[config.mk]
export PLATFORM = sky130hd
export DESIGN_NAME = electrosurgical_activation_controller_top
export DESIGN_NICKNAME = d
export VERILOG_FILES = /design/src/design/esac_pkg.sv /design/src/design/electrosurgical_activation_controller_top.sv
export SDC_FILE = /design/constraint.sdc
export NUM_CORES = 1
export LEC_CHECK = 0
export ABC_CLOCK_PERIOD_IN_PS = 5900
export BUFFER_PORTS_ARGS = -buffer_cell sky130_fd_sc_hd__buf_4
export CAP_MARGIN = 20
export CORE_AREA = 2 2 90 127
export DETAILED_ROUTE_END_ITERATION = 8
export DIE_AREA = 0 0 92 129
export HOLD_SLACK_MARGIN = 0.1
export PLACE_DENSITY = 0.79
export SETUP_SLACK_MARGIN = 0.15
export SYNTH_ARGS = -nofsm -noshare
export SYNTH_HDL_FRONTEND = slang
export SYNTH_SLANG_ARGS = --single-unit
export TNS_END_PERCENT = 20
[constraint.sdc]
create_clock -name clk -period 5.9 [get_ports clk]
set_input_delay 0.885 -clock clk [delete_from_list [all_inputs] [get_ports clk]]
set_output_delay 0.885 -clock clk [all_outputs]
set_load 0.05 [all_outputs]
[src/design/esac_pkg.sv]
package esac_pkg;

    // Unit state codes, also used as the code of a deferred RF enable
    typedef enum logic [3:0] {
        ST_IDLE  = 4'd0,
        ST_CUT   = 4'd1,
        ST_COAG  = 4'd2,
        ST_BCUT  = 4'd3,
        ST_BCOAG = 4'd4,
        ST_PCUT  = 4'd5,
        ST_PCOAG = 4'd6,
        ST_REM   = 4'd7,
        ST_ERR   = 4'd8
    } mode_t;

    typedef enum logic [1:0] {
        DRV_OFF  = 2'd0,
        DRV_CUT  = 2'd1,
        DRV_COAG = 2'd2,
        DRV_BIP  = 2'd3
    } drive_t;

    typedef enum logic [1:0] {
        TONE_OFF  = 2'd0,
        TONE_CUT  = 2'd1,
        TONE_COAG = 2'd2
    } tone_t;

    typedef enum logic [2:0] {
        RLY_NONE  = 3'd0,
        RLY_CUT   = 3'd1,
        RLY_COAG  = 3'd2,
        RLY_PCUT  = 3'd3,
        RLY_BCUT  = 3'd4,
        RLY_BCOAG = 3'd5,
        RLY_SOFT  = 3'd6
    } relay_t;

    // Configuration register indexes
    typedef enum logic [2:0] {
        CFG_CHANNEL_BIPOLAR = 3'd0,
        CFG_CUT_POLY        = 3'd1,
        CFG_COAG_AUTOSTART  = 3'd2,
        CFG_POLY_CUT_TICKS  = 3'd3,
        CFG_POLY_COAG_TICKS = 3'd4,
        CFG_CUT_POWER       = 3'd5,
        CFG_COAG_POWER      = 3'd6
    } cfg_idx_t;

    localparam int CFG_IDX_W  = 3;
    localparam int CFG_DATA_W = 16;
    localparam int TICK_W     = 16;
    localparam int POWER_W    = 10;
    localparam int ERR_W      = 3;

    localparam logic [TICK_W-1:0]  POLY_CUT_TICKS_RST  = 16'd4;
    localparam logic [TICK_W-1:0]  POLY_COAG_TICKS_RST = 16'd50;
    localparam logic [POWER_W-1:0] POWER_RST           = 10'd30;

    // Error flag bits
    localparam int ERR_BIT_REM = 0;
    localparam int ERR_BIT_OC  = 1;
    localparam int ERR_BIT_OT  = 2;

    // Controller state as it moves through one control step
    typedef struct packed {
        mode_t              mode;
        mode_t              pend;
        logic [TICK_W-1:0]  cnt;
        drive_t             drive;
        tone_t              tone;
        logic [ERR_W-1:0]   err;
        relay_t             relay;
    } ctl_t;

    // State change: exit actions of the old state, entry actions of the new one
    function automatic ctl_t enter_state(ctl_t s, mode_t ns);
        ctl_t r;
        r = s;
        case (s.mode)
            ST_CUT, ST_PCUT, ST_COAG, ST_PCOAG, ST_BCUT, ST_BCOAG:
            begin
                r.drive = DRV_OFF;
                r.tone  = TONE_OFF;
            end
            default: ;
        endcase
        r.mode = ns;
        r.pend = ST_IDLE;
        case (ns)
            ST_IDLE:
            begin
                r.drive = DRV_OFF;
                r.tone  = TONE_OFF;
                r.err   = r.err & 3'b001;
            end
            ST_CUT:
            begin
                r.relay = RLY_CUT;
                r.pend  = ST_CUT;
            end
            ST_COAG:
            begin
                r.relay = RLY_COAG;
                r.pend  = ST_COAG;
            end
            ST_BCUT:
            begin
                r.relay = RLY_BCUT;
                r.pend  = ST_BCUT;
            end
            ST_BCOAG:
            begin
                r.relay = RLY_BCOAG;
                r.pend  = ST_BCOAG;
            end
            ST_PCUT:
            begin
                r.cnt   = '0;
                r.relay = RLY_PCUT;
                r.pend  = ST_PCUT;
            end
            ST_REM:
            begin
                r.drive = DRV_OFF;
                r.tone  = TONE_OFF;
                r.err[ERR_BIT_REM] = 1'b1;
            end
            ST_ERR:
            begin
                r.drive = DRV_OFF;
                r.tone  = TONE_OFF;
            end
            default: ;
        endcase
        return r;
    endfunction

endpackage

[src/design/electrosurgical_activation_controller_top.sv]
// A result is registered in the cycle after its input beat is accepted.
// Throughput: one control step per cycle; the input side stalls only while a
// finished result waits for out_ready, with the output register as the stage.
// The step is one pass of priority logic and a 16-bit tick compare.
// Reset: state idle, generator and tone off, error flags clear, registers at
// their defaults (ticks 4 and 50, power 30 W); no result pending.
module electrosurgical_activation_controller_top (
    input  logic                               clk,
    input  logic                               rst_n,
    // configuration write channel
    input  logic                               cfg_valid,
    output logic                               cfg_ready,
    input  logic [esac_pkg::CFG_IDX_W-1:0]     cfg_index,
    input  logic [esac_pkg::CFG_DATA_W-1:0]    cfg_data,
    // input channel
    input  logic                               in_valid,
    output logic                               in_ready,
    input  logic                               poly_tick,
    input  logic                               relay_settled,
    input  logic                               fault_rem,
    input  logic                               fault_overcurrent,
    input  logic                               fault_overtemp,
    input  logic                               cut_pedal,
    input  logic                               coag_pedal,
    input  logic                               auto_contact,
    // output channel
    output logic                               out_valid,
    input  logic                               out_ready,
    output logic [3:0]                         unit_state,
    output logic [1:0]                         rf_drive,
    output logic [1:0]                         tone,
    output logic [2:0]                         relay_request,
    output logic [esac_pkg::ERR_W-1:0]         error_flags,
    output logic [esac_pkg::POWER_W-1:0]       power_target_w
);
    import esac_pkg::*;

    // configuration registers
    logic                 channel_bipolar_reg;
    logic                 cut_polypectomy_reg;
    logic                 coag_autostart_reg;
    logic [TICK_W-1:0]    poly_cut_ticks_reg;
    logic [TICK_W-1:0]    poly_coag_ticks_reg;
    logic [POWER_W-1:0]   cut_power_w_reg;
    logic [POWER_W-1:0]   coag_power_w_reg;

    // controller state
    mode_t                mode_reg;
    mode_t                pend_reg;
    logic [TICK_W-1:0]    cnt_reg;
    drive_t               drive_reg;
    tone_t                tone_reg;
    logic [ERR_W-1:0]     error_reg;

    // result register
    logic                 out_valid_reg;
    mode_t                unit_state_reg;
    drive_t               rf_drive_reg;
    tone_t                tone_out_reg;
    relay_t               relay_request_reg;
    logic [ERR_W-1:0]     error_flags_reg;
    logic [POWER_W-1:0]   power_reg;

    ctl_t                 ctl_next;
    logic [POWER_W-1:0]   power_next;
    logic                 in_fire;
    logic                 cfg_fire;
    logic                 cfg_take;

    assign in_ready  = !out_valid_reg || out_ready;
    assign in_fire   = in_valid && in_ready;
    assign cfg_ready = 1'b1;
    assign cfg_fire  = cfg_valid && cfg_ready;
    // writes only land while the unit is idle
    assign cfg_take  = cfg_fire && (mode_reg == ST_IDLE);

    // one control step
    always_comb
    begin
        ctl_t   s;
        logic   go_coag;
        logic   go_cut;
        logic   skip;
        logic [TICK_W-1:0] cnt_inc;

        s.mode  = mode_reg;
        s.pend  = pend_reg;
        s.cnt   = cnt_reg;
        s.drive = drive_reg;
        s.tone  = tone_reg;
        s.err   = error_reg;
        s.relay = RLY_NONE;
        go_coag = 1'b0;
        go_cut  = 1'b0;
        skip    = 1'b0;
        cnt_inc = cnt_reg + 16'd1;

        // polypectomy tick count
        if (poly_tick && (s.mode == ST_PCUT || s.mode == ST_PCOAG))
        begin
            s.cnt = cnt_inc;
            if (s.mode == ST_PCUT)
            begin
                if (cnt_inc >= poly_cut_ticks_reg)
                begin
                    s.cnt   = '0;
                    go_coag = 1'b1;
                end
            end
            else if (cnt_inc >= poly_coag_ticks_reg)
            begin
                s.cnt  = '0;
                go_cut = 1'b1;
            end
        end

        // deferred RF enable once the relays settle
        if (s.pend != ST_IDLE && relay_settled)
        begin
            case (s.pend)
                ST_CUT, ST_PCUT:
                begin
                    s.drive = DRV_CUT;
                    s.tone  = TONE_CUT;
                end
                ST_COAG, ST_PCOAG:
                begin
                    s.drive = DRV_COAG;
                    s.tone  = TONE_COAG;
                end
                ST_BCUT:
                begin
                    s.drive = DRV_BIP;
                    s.tone  = TONE_CUT;
                end
                ST_BCOAG:
                begin
                    s.drive = DRV_BIP;
                    s.tone  = TONE_COAG;
                end
                default: ;
            endcase
            s.pend = ST_IDLE;
        end

        // polypectomy swap; tone holds until the enable
        if (go_coag && s.mode == ST_PCUT)
        begin
            s.drive = DRV_OFF;
            s.relay = RLY_SOFT;
            s.pend  = ST_PCOAG;
            s.mode  = ST_PCOAG;
        end
        if (go_cut && s.mode == ST_PCOAG)
        begin
            s.drive = DRV_OFF;
            s.relay = RLY_PCUT;
            s.pend  = ST_PCUT;
            s.mode  = ST_PCUT;
        end

        // faults in priority order
        if (fault_rem)
        begin
            if (s.mode != ST_REM && s.mode != ST_ERR)
                s = enter_state(s, ST_REM);
            skip = 1'b1;
        end
        if (!skip && s.mode == ST_REM)
            s = enter_state(s, ST_IDLE);
        if (!skip && fault_overcurrent)
        begin
            s.err[ERR_BIT_OC] = 1'b1;
            s = enter_state(s, ST_ERR);
            skip = 1'b1;
        end
        if (!skip && fault_overtemp)
        begin
            s.err[ERR_BIT_OT] = 1'b1;
            s = enter_state(s, ST_ERR);
            skip = 1'b1;
        end
        if (s.mode == ST_ERR)
            skip = 1'b1;

        // activation from pedal levels
        if (!skip)
        begin
            case (s.mode)
                ST_IDLE:
                begin
                    if (channel_bipolar_reg)
                    begin
                        if (auto_contact && coag_autostart_reg)
                            s = enter_state(s, ST_BCOAG);
                        else if (cut_pedal)
                            s = enter_state(s, ST_BCUT);
                        else if (coag_pedal)
                            s = enter_state(s, ST_BCOAG);
                    end
                    else
                    begin
                        if (cut_pedal)
                            s = enter_state(s, cut_polypectomy_reg ? ST_PCUT : ST_CUT);
                        else if (coag_pedal)
                            s = enter_state(s, ST_COAG);
                    end
                end
                ST_CUT, ST_BCUT, ST_PCUT, ST_PCOAG:
                begin
                    if (!cut_pedal)
                        s = enter_state(s, ST_IDLE);
                end
                ST_COAG:
                begin
                    if (!coag_pedal)
                        s = enter_state(s, ST_IDLE);
                end
                ST_BCOAG:
                begin
                    if (coag_autostart_reg ? !auto_contact : !coag_pedal)
                        s = enter_state(s, ST_IDLE);
                end
                default: ;
            endcase
        end

        ctl_next = s;
    end

    // power target of the resulting state
    always_comb
    begin
        case (ctl_next.mode)
            ST_CUT, ST_BCUT, ST_PCUT:    power_next = cut_power_w_reg;
            ST_COAG, ST_BCOAG, ST_PCOAG: power_next = coag_power_w_reg;
            default:                     power_next = '0;
        endcase
    end

    // configuration registers
    always_ff @(posedge clk or negedge rst_n)
    begin
        if (!rst_n)
        begin
            channel_bipolar_reg <= 1'b0;
            cut_polypectomy_reg <= 1'b0;
            coag_autostart_reg  <= 1'b0;
            poly_cut_ticks_reg  <= POLY_CUT_TICKS_RST;
            poly_coag_ticks_reg <= POLY_COAG_TICKS_RST;
            cut_power_w_reg     <= POWER_RST;
            coag_power_w_reg    <= POWER_RST;
        end
        else if (cfg_take)
        begin
            case (cfg_index)
                CFG_CHANNEL_BIPOLAR: channel_bipolar_reg <= cfg_data[0];
                CFG_CUT_POLY:        cut_polypectomy_reg <= cfg_data[0];
                CFG_COAG_AUTOSTART:  coag_autostart_reg  <= cfg_data[0];
                CFG_POLY_CUT_TICKS:  poly_cut_ticks_reg  <= cfg_data[TICK_W-1:0];
                CFG_POLY_COAG_TICKS: poly_coag_ticks_reg <= cfg_data[TICK_W-1:0];
                CFG_CUT_POWER:       cut_power_w_reg     <= cfg_data[POWER_W-1:0];
                CFG_COAG_POWER:      coag_power_w_reg    <= cfg_data[POWER_W-1:0];
                default: ;
            endcase
        end
    end

    // controller state update on each accepted beat
    always_ff @(posedge clk or negedge rst_n)
    begin
        if (!rst_n)
        begin
            mode_reg  <= ST_IDLE;
            pend_reg  <= ST_IDLE;
            cnt_reg   <= '0;
            drive_reg <= DRV_OFF;
            tone_reg  <= TONE_OFF;
            error_reg <= '0;
        end
        else if (in_fire)
        begin
            mode_reg  <= ctl_next.mode;
            pend_reg  <= ctl_next.pend;
            cnt_reg   <= ctl_next.cnt;
            drive_reg <= ctl_next.drive;
            tone_reg  <= ctl_next.tone;
            error_reg <= ctl_next.err;
        end
    end

    // result valid
    always_ff @(posedge clk or negedge rst_n)
    begin
        if (!rst_n)
            out_valid_reg <= 1'b0;
        else if (in_fire)
            out_valid_reg <= 1'b1;
        else if (out_ready)
            out_valid_reg <= 1'b0;
    end

    // result payload
    always_ff @(posedge clk)
    begin
        if (in_fire)
        begin
            unit_state_reg    <= ctl_next.mode;
            rf_drive_reg      <= ctl_next.drive;
            tone_out_reg      <= ctl_next.tone;
            relay_request_reg <= ctl_next.relay;
            error_flags_reg   <= ctl_next.err;
            power_reg         <= power_next;
        end
    end

    assign out_valid      = out_valid_reg;
    assign unit_state     = unit_state_reg;
    assign rf_drive       = rf_drive_reg;
    assign tone           = tone_out_reg;
    assign relay_request  = relay_request_reg;
    assign error_flags    = error_flags_reg;
    assign power_target_w = power_reg;

    // error state latches until reset
    a_err_latch: assert property (@(posedge clk) disable iff (!rst_n)
        (mode_reg == ST_ERR) |=> (mode_reg == ST_ERR))
        else $error("error state left without reset");

    // REM flag is sticky
    a_rem_sticky: assert property (@(posedge clk) disable iff (!rst_n)
        error_reg[ERR_BIT_REM] |=> error_reg[ERR_BIT_REM])
        else $error("REM flag cleared without reset");

    // no RF drive outside an activation state
    a_drive_off: assert property (@(posedge clk) disable iff (!rst_n)
        (out_valid_reg && (unit_state_reg == ST_IDLE || unit_state_reg == ST_REM ||
         unit_state_reg == ST_ERR)) |-> (rf_drive_reg == DRV_OFF))
        else $error("RF drive on while inactive");

    // settings hold while the unit is active
    a_cfg_hold: assert property (@(posedge clk) disable iff (!rst_n)
        (mode_reg != ST_IDLE) |=> ($stable(cut_power_w_reg) && $stable(poly_cut_ticks_reg)))
        else $error("configuration changed while active");

endmodule
==> impl_metrics.toml <==
[floorplanning]
dieWidth_um = 92
boundaryPins = 59
die-height_um = 129
num_rows = 45
design.die.area_um2 = 11900
design.core.area_um2 = 10700
floorplan.initialDensity = 0.589

[setup_path]
timing.critical_path.arrival_ns = 5.10
worstSetupEndpointType = "flip-flop"
critical-path-top-cell-by-count = "sky130_fd_sc_hd__nand3_1"
critical-path-top-delay-family = "compound AO/OA/AOI/OAI gates"
worstPathCellList = "ha_1 -> nand3_1 -> nor3_1 -> and3_1 -> nand3_1 -> xnor2_1 -> ha_1 -> nand4_2 -> o21bai_1 -> nor3_1 -> o311ai_4 -> a21o_4 -> a21oi_2 -> nand3_1 -> o211ai_1 -> a311o_1 -> o32ai_1"
critPathBufInv = 0
startpoint_type = "flip-flop"
critPathMaxStageDelay_ns = 0.52
timing.setup.critical_path_class = "reg -> reg"
crit_path_top_delay_cell = "sky130_fd_sc_hd__a311o_1"
worst-endpoint-required_ns = 5.97
worst-path-max-fanout = 10

[yosys]
yosys.area.top_type_share = 0.298
synth_edf_count = 24
synth_flop_cell = "sky130_fd_sc_hd__dfrtp_1"
syn_nets = 696
syn-cell-area_um2 = 6300
yosys.cell_types.count = 77
yosys_warnings = 0
postSynthCellCount = 631
ys_seq_area_frac = 0.462
synth_common_cells = "sky130_fd_sc_hd__dfrtp_1 (75), sky130_fd_sc_hd__nand2_1 (75), sky130_fd_sc_hd__inv_1 (59)"
syn_area_per_cell_um2 = 9.99
synthDominantAreaCellType = "sky130_fd_sc_hd__dfrtp_1"
asyncSetResetFlopFracSynth = 0.784
yosys_register_bits = 111
ys_top_cells_by_area = "sky130_fd_sc_hd__dfrtp_1 (30%), sky130_fd_sc_hd__edfxtp_1 (11%), sky130_fd_sc_hd__mux2_2 (7.1%)"

[cts]
cts_tree = "built"
tritoncts_num_sinks = 111
post-cts-setup-buffers = 0
tritoncts.num_buffers = 9
post_cts_hold_buffer_count = 0
ctsRootBufferMaster = "sky130_fd_sc_hd__clkbuf_16"
source_to_sink_clock_delay_at_the_later_pin_of_the_worst_skew_pair_ns = 0.35
ctsResizeCount = 0
cts_htree_levels = 3
path_clk_slew_ns = 0.08
maximum_buffer_depth_of_the_clock_tree = 2

[placement]
io_buffers = 57
dpl_cell_area_um2 = 6840
gpl.final_weighted_congestion = 0.923
place.detailed.instances = 812
detailed_place_hpwl_um = 10900

[drt]
dr.pass1.iters = 5
drc = 0
wl_per_cell_um = 17.7
wl_um = 14700
vias_per_cell = 5.97
dr.first_iter.drc_count = 269
via_count = 4943
route.antenna.remaining_nets = 0

[final_layout]
fin_util = 0.667
insertedDiodeCount = 0
post_route_cells_drive_above_1_share = 0.229
area_delta_synth_final_pct = 13.2
layoutNonFillerInstCount = 828
post-route-cell-area_um2 = 7140
nets = 747

[pwr]
power-per-cell-area_nw_per_um2 = 353
finalPower_mw = 2.52
power.static_leakage_nw = 3.25
worst_ir_drop_vdd_uv = 257

[global_route]
grt-ovfl-total = 0
grt_pass1_vias = 5077
gr-usage-all-layers = 0.264
antenna_found_initial = 0
grt_max_degree = 63
first_pass_grt_wire_length_um = 24600

[min_path]
holdCritPathClass = "in -> async"

[sta]
rsz_0062_raised_after_global_routing = "false"
fin_crit_sh = 0.853
tns_ns = 0
fmax_ghz = 0.199
fin_skew_ns = 0.0117
post-route-min-period_ns = 5.03
report.final.slew_viol_count = 0
hold_viol_final = 0
relSlewSlack = 0.462
worst_slew_pin_slew_ns = 0.805
final-setup-viol-count = 0

[outcome]
outcome = "finished, final reports clean"

[job]
max_cap_viol_count = 0
power by group:
group | leakage, nW | total (mW) | internal, mW | switching [mW]
clock | 0.149 | 0.610 | 0.301 | 0.309
combinational | 1.80 | 0.791 | 0.332 | 0.459
sequential | 1.30 | 1.12 | 0.999 | 0.119
total | 3.25 | 2.52 | 1.63 | 0.887
cell families after synthesis:
kind of cell | synth area share
fa+ha+maj | 0.0655
xor+xnor | 0.0181
buf+inv | 0.0516
mux | 0.0746
other cells | 0.000595
flops | 0.462
compound gates | 0.179
simple gates | 0.149
layout by cell type, fill, tap and decap left out, types with 5 or more instances in the layout:
cell	instances
sky130_fd_sc_hd__dfrtp_1	75
sky130_fd_sc_hd__xnor2_1	5
sky130_fd_sc_hd__o21ai_1	19
sky130_fd_sc_hd__a22o_1	10
sky130_fd_sc_hd__o21ai_0	34
sky130_fd_sc_hd__ha_1	33
sky130_fd_sc_hd__edfxtp_1	24
sky130_fd_sc_hd__buf_4	61
sky130_fd_sc_hd__clkbuf_16	9
sky130_fd_sc_hd__nor2_1	44
sky130_fd_sc_hd__mux2_2	40
sky130_fd_sc_hd__o32ai_1	10
sky130_fd_sc_hd__xor2_1	8
sky130_fd_sc_hd__nor3_1	13
sky130_fd_sc_hd__and3_1	6
sky130_fd_sc_hd__nand2b_1	9
sky130_fd_sc_hd__nand3_1	13
sky130_fd_sc_hd__inv_1	59
sky130_fd_sc_hd__nand2_1	75
sky130_fd_sc_hd__a21oi_1	30
sky130_fd_sc_hd__dfstp_2	12
sky130_fd_sc_hd__nor2b_1	5
routing by layer:
metal / global-route usage / part of all wire / up-vias
met5: 0 / 0 / -
met4: 0.111 / 0.036 / 0
met3: 0.0363 / 0.031 / 35
met2: 0.489 / 0.53 / 117
met1: 0.304 / 0.40 / 2451
li1: - / - / 2340
worst reg2reg max path, delay by kind of cell (launching register included):
| family | cells | cell delay [ns] |
|---|---|---|
| AO/OA/AOI/OAI | 7 | 1.72 |
| XOR/XNOR | 1 | 0.30 |
| adder cells (fa/ha/maj) | 2 | 0.59 |
| flip-flops | 1 | 0.46 |
| AND/OR/NAND/NOR | 7 | 1.69 |
area by class of cell:
class | count | area [um^2]
inverters | 60 | 225
well taps | 141 | 176
clock buffers | 9 | 225
clock inverters | 7 | 73.8
fillers | 869 | 3560
flip-flops and latches | 111 | 2910
multi-input cells | 439 | 3060
repair buffers | 61 | 458
path summary, 6_finish.rpt:
path	startpoint	endpoint	slack [ns]	depth (start not counted)
max	cnt_reg[0]$_DFFE_PN0P_	power_target_w[8]$_DFFE_PP_	0.87	17
min	rst_n	cut_polypectomy_reg$_DFFE_PN0P_	0.42	1
max reg2reg	cnt_reg[0]$_DFFE_PN0P_	power_target_w[8]$_DFFE_PP_	0.87	17
min reg2reg	error_reg[0]$_DFFE_PN0P_	error_reg[0]$_DFFE_PN0P_	0.47	1
max in group asynchronous	rst_n	poly_cut_ticks_reg[1]$_DFFE_PN0P_	4.34	2
min in group clk	error_reg[0]$_DFFE_PN0P_	error_reg[0]$_DFFE_PN0P_	0.47	1
per-stage QoR:
step / setup WS (ns) / hold slack [ns]
after floorplan: 1.53 / 0.434
after global placement: 1.15 / 0.451
after detailed placement: 0.969 / 0.458
after CTS: 0.921 / 0.433
after global routing: 0.473 / 0.450
final: 0.869 / 0.421
(Power assumes the default switching activity.)
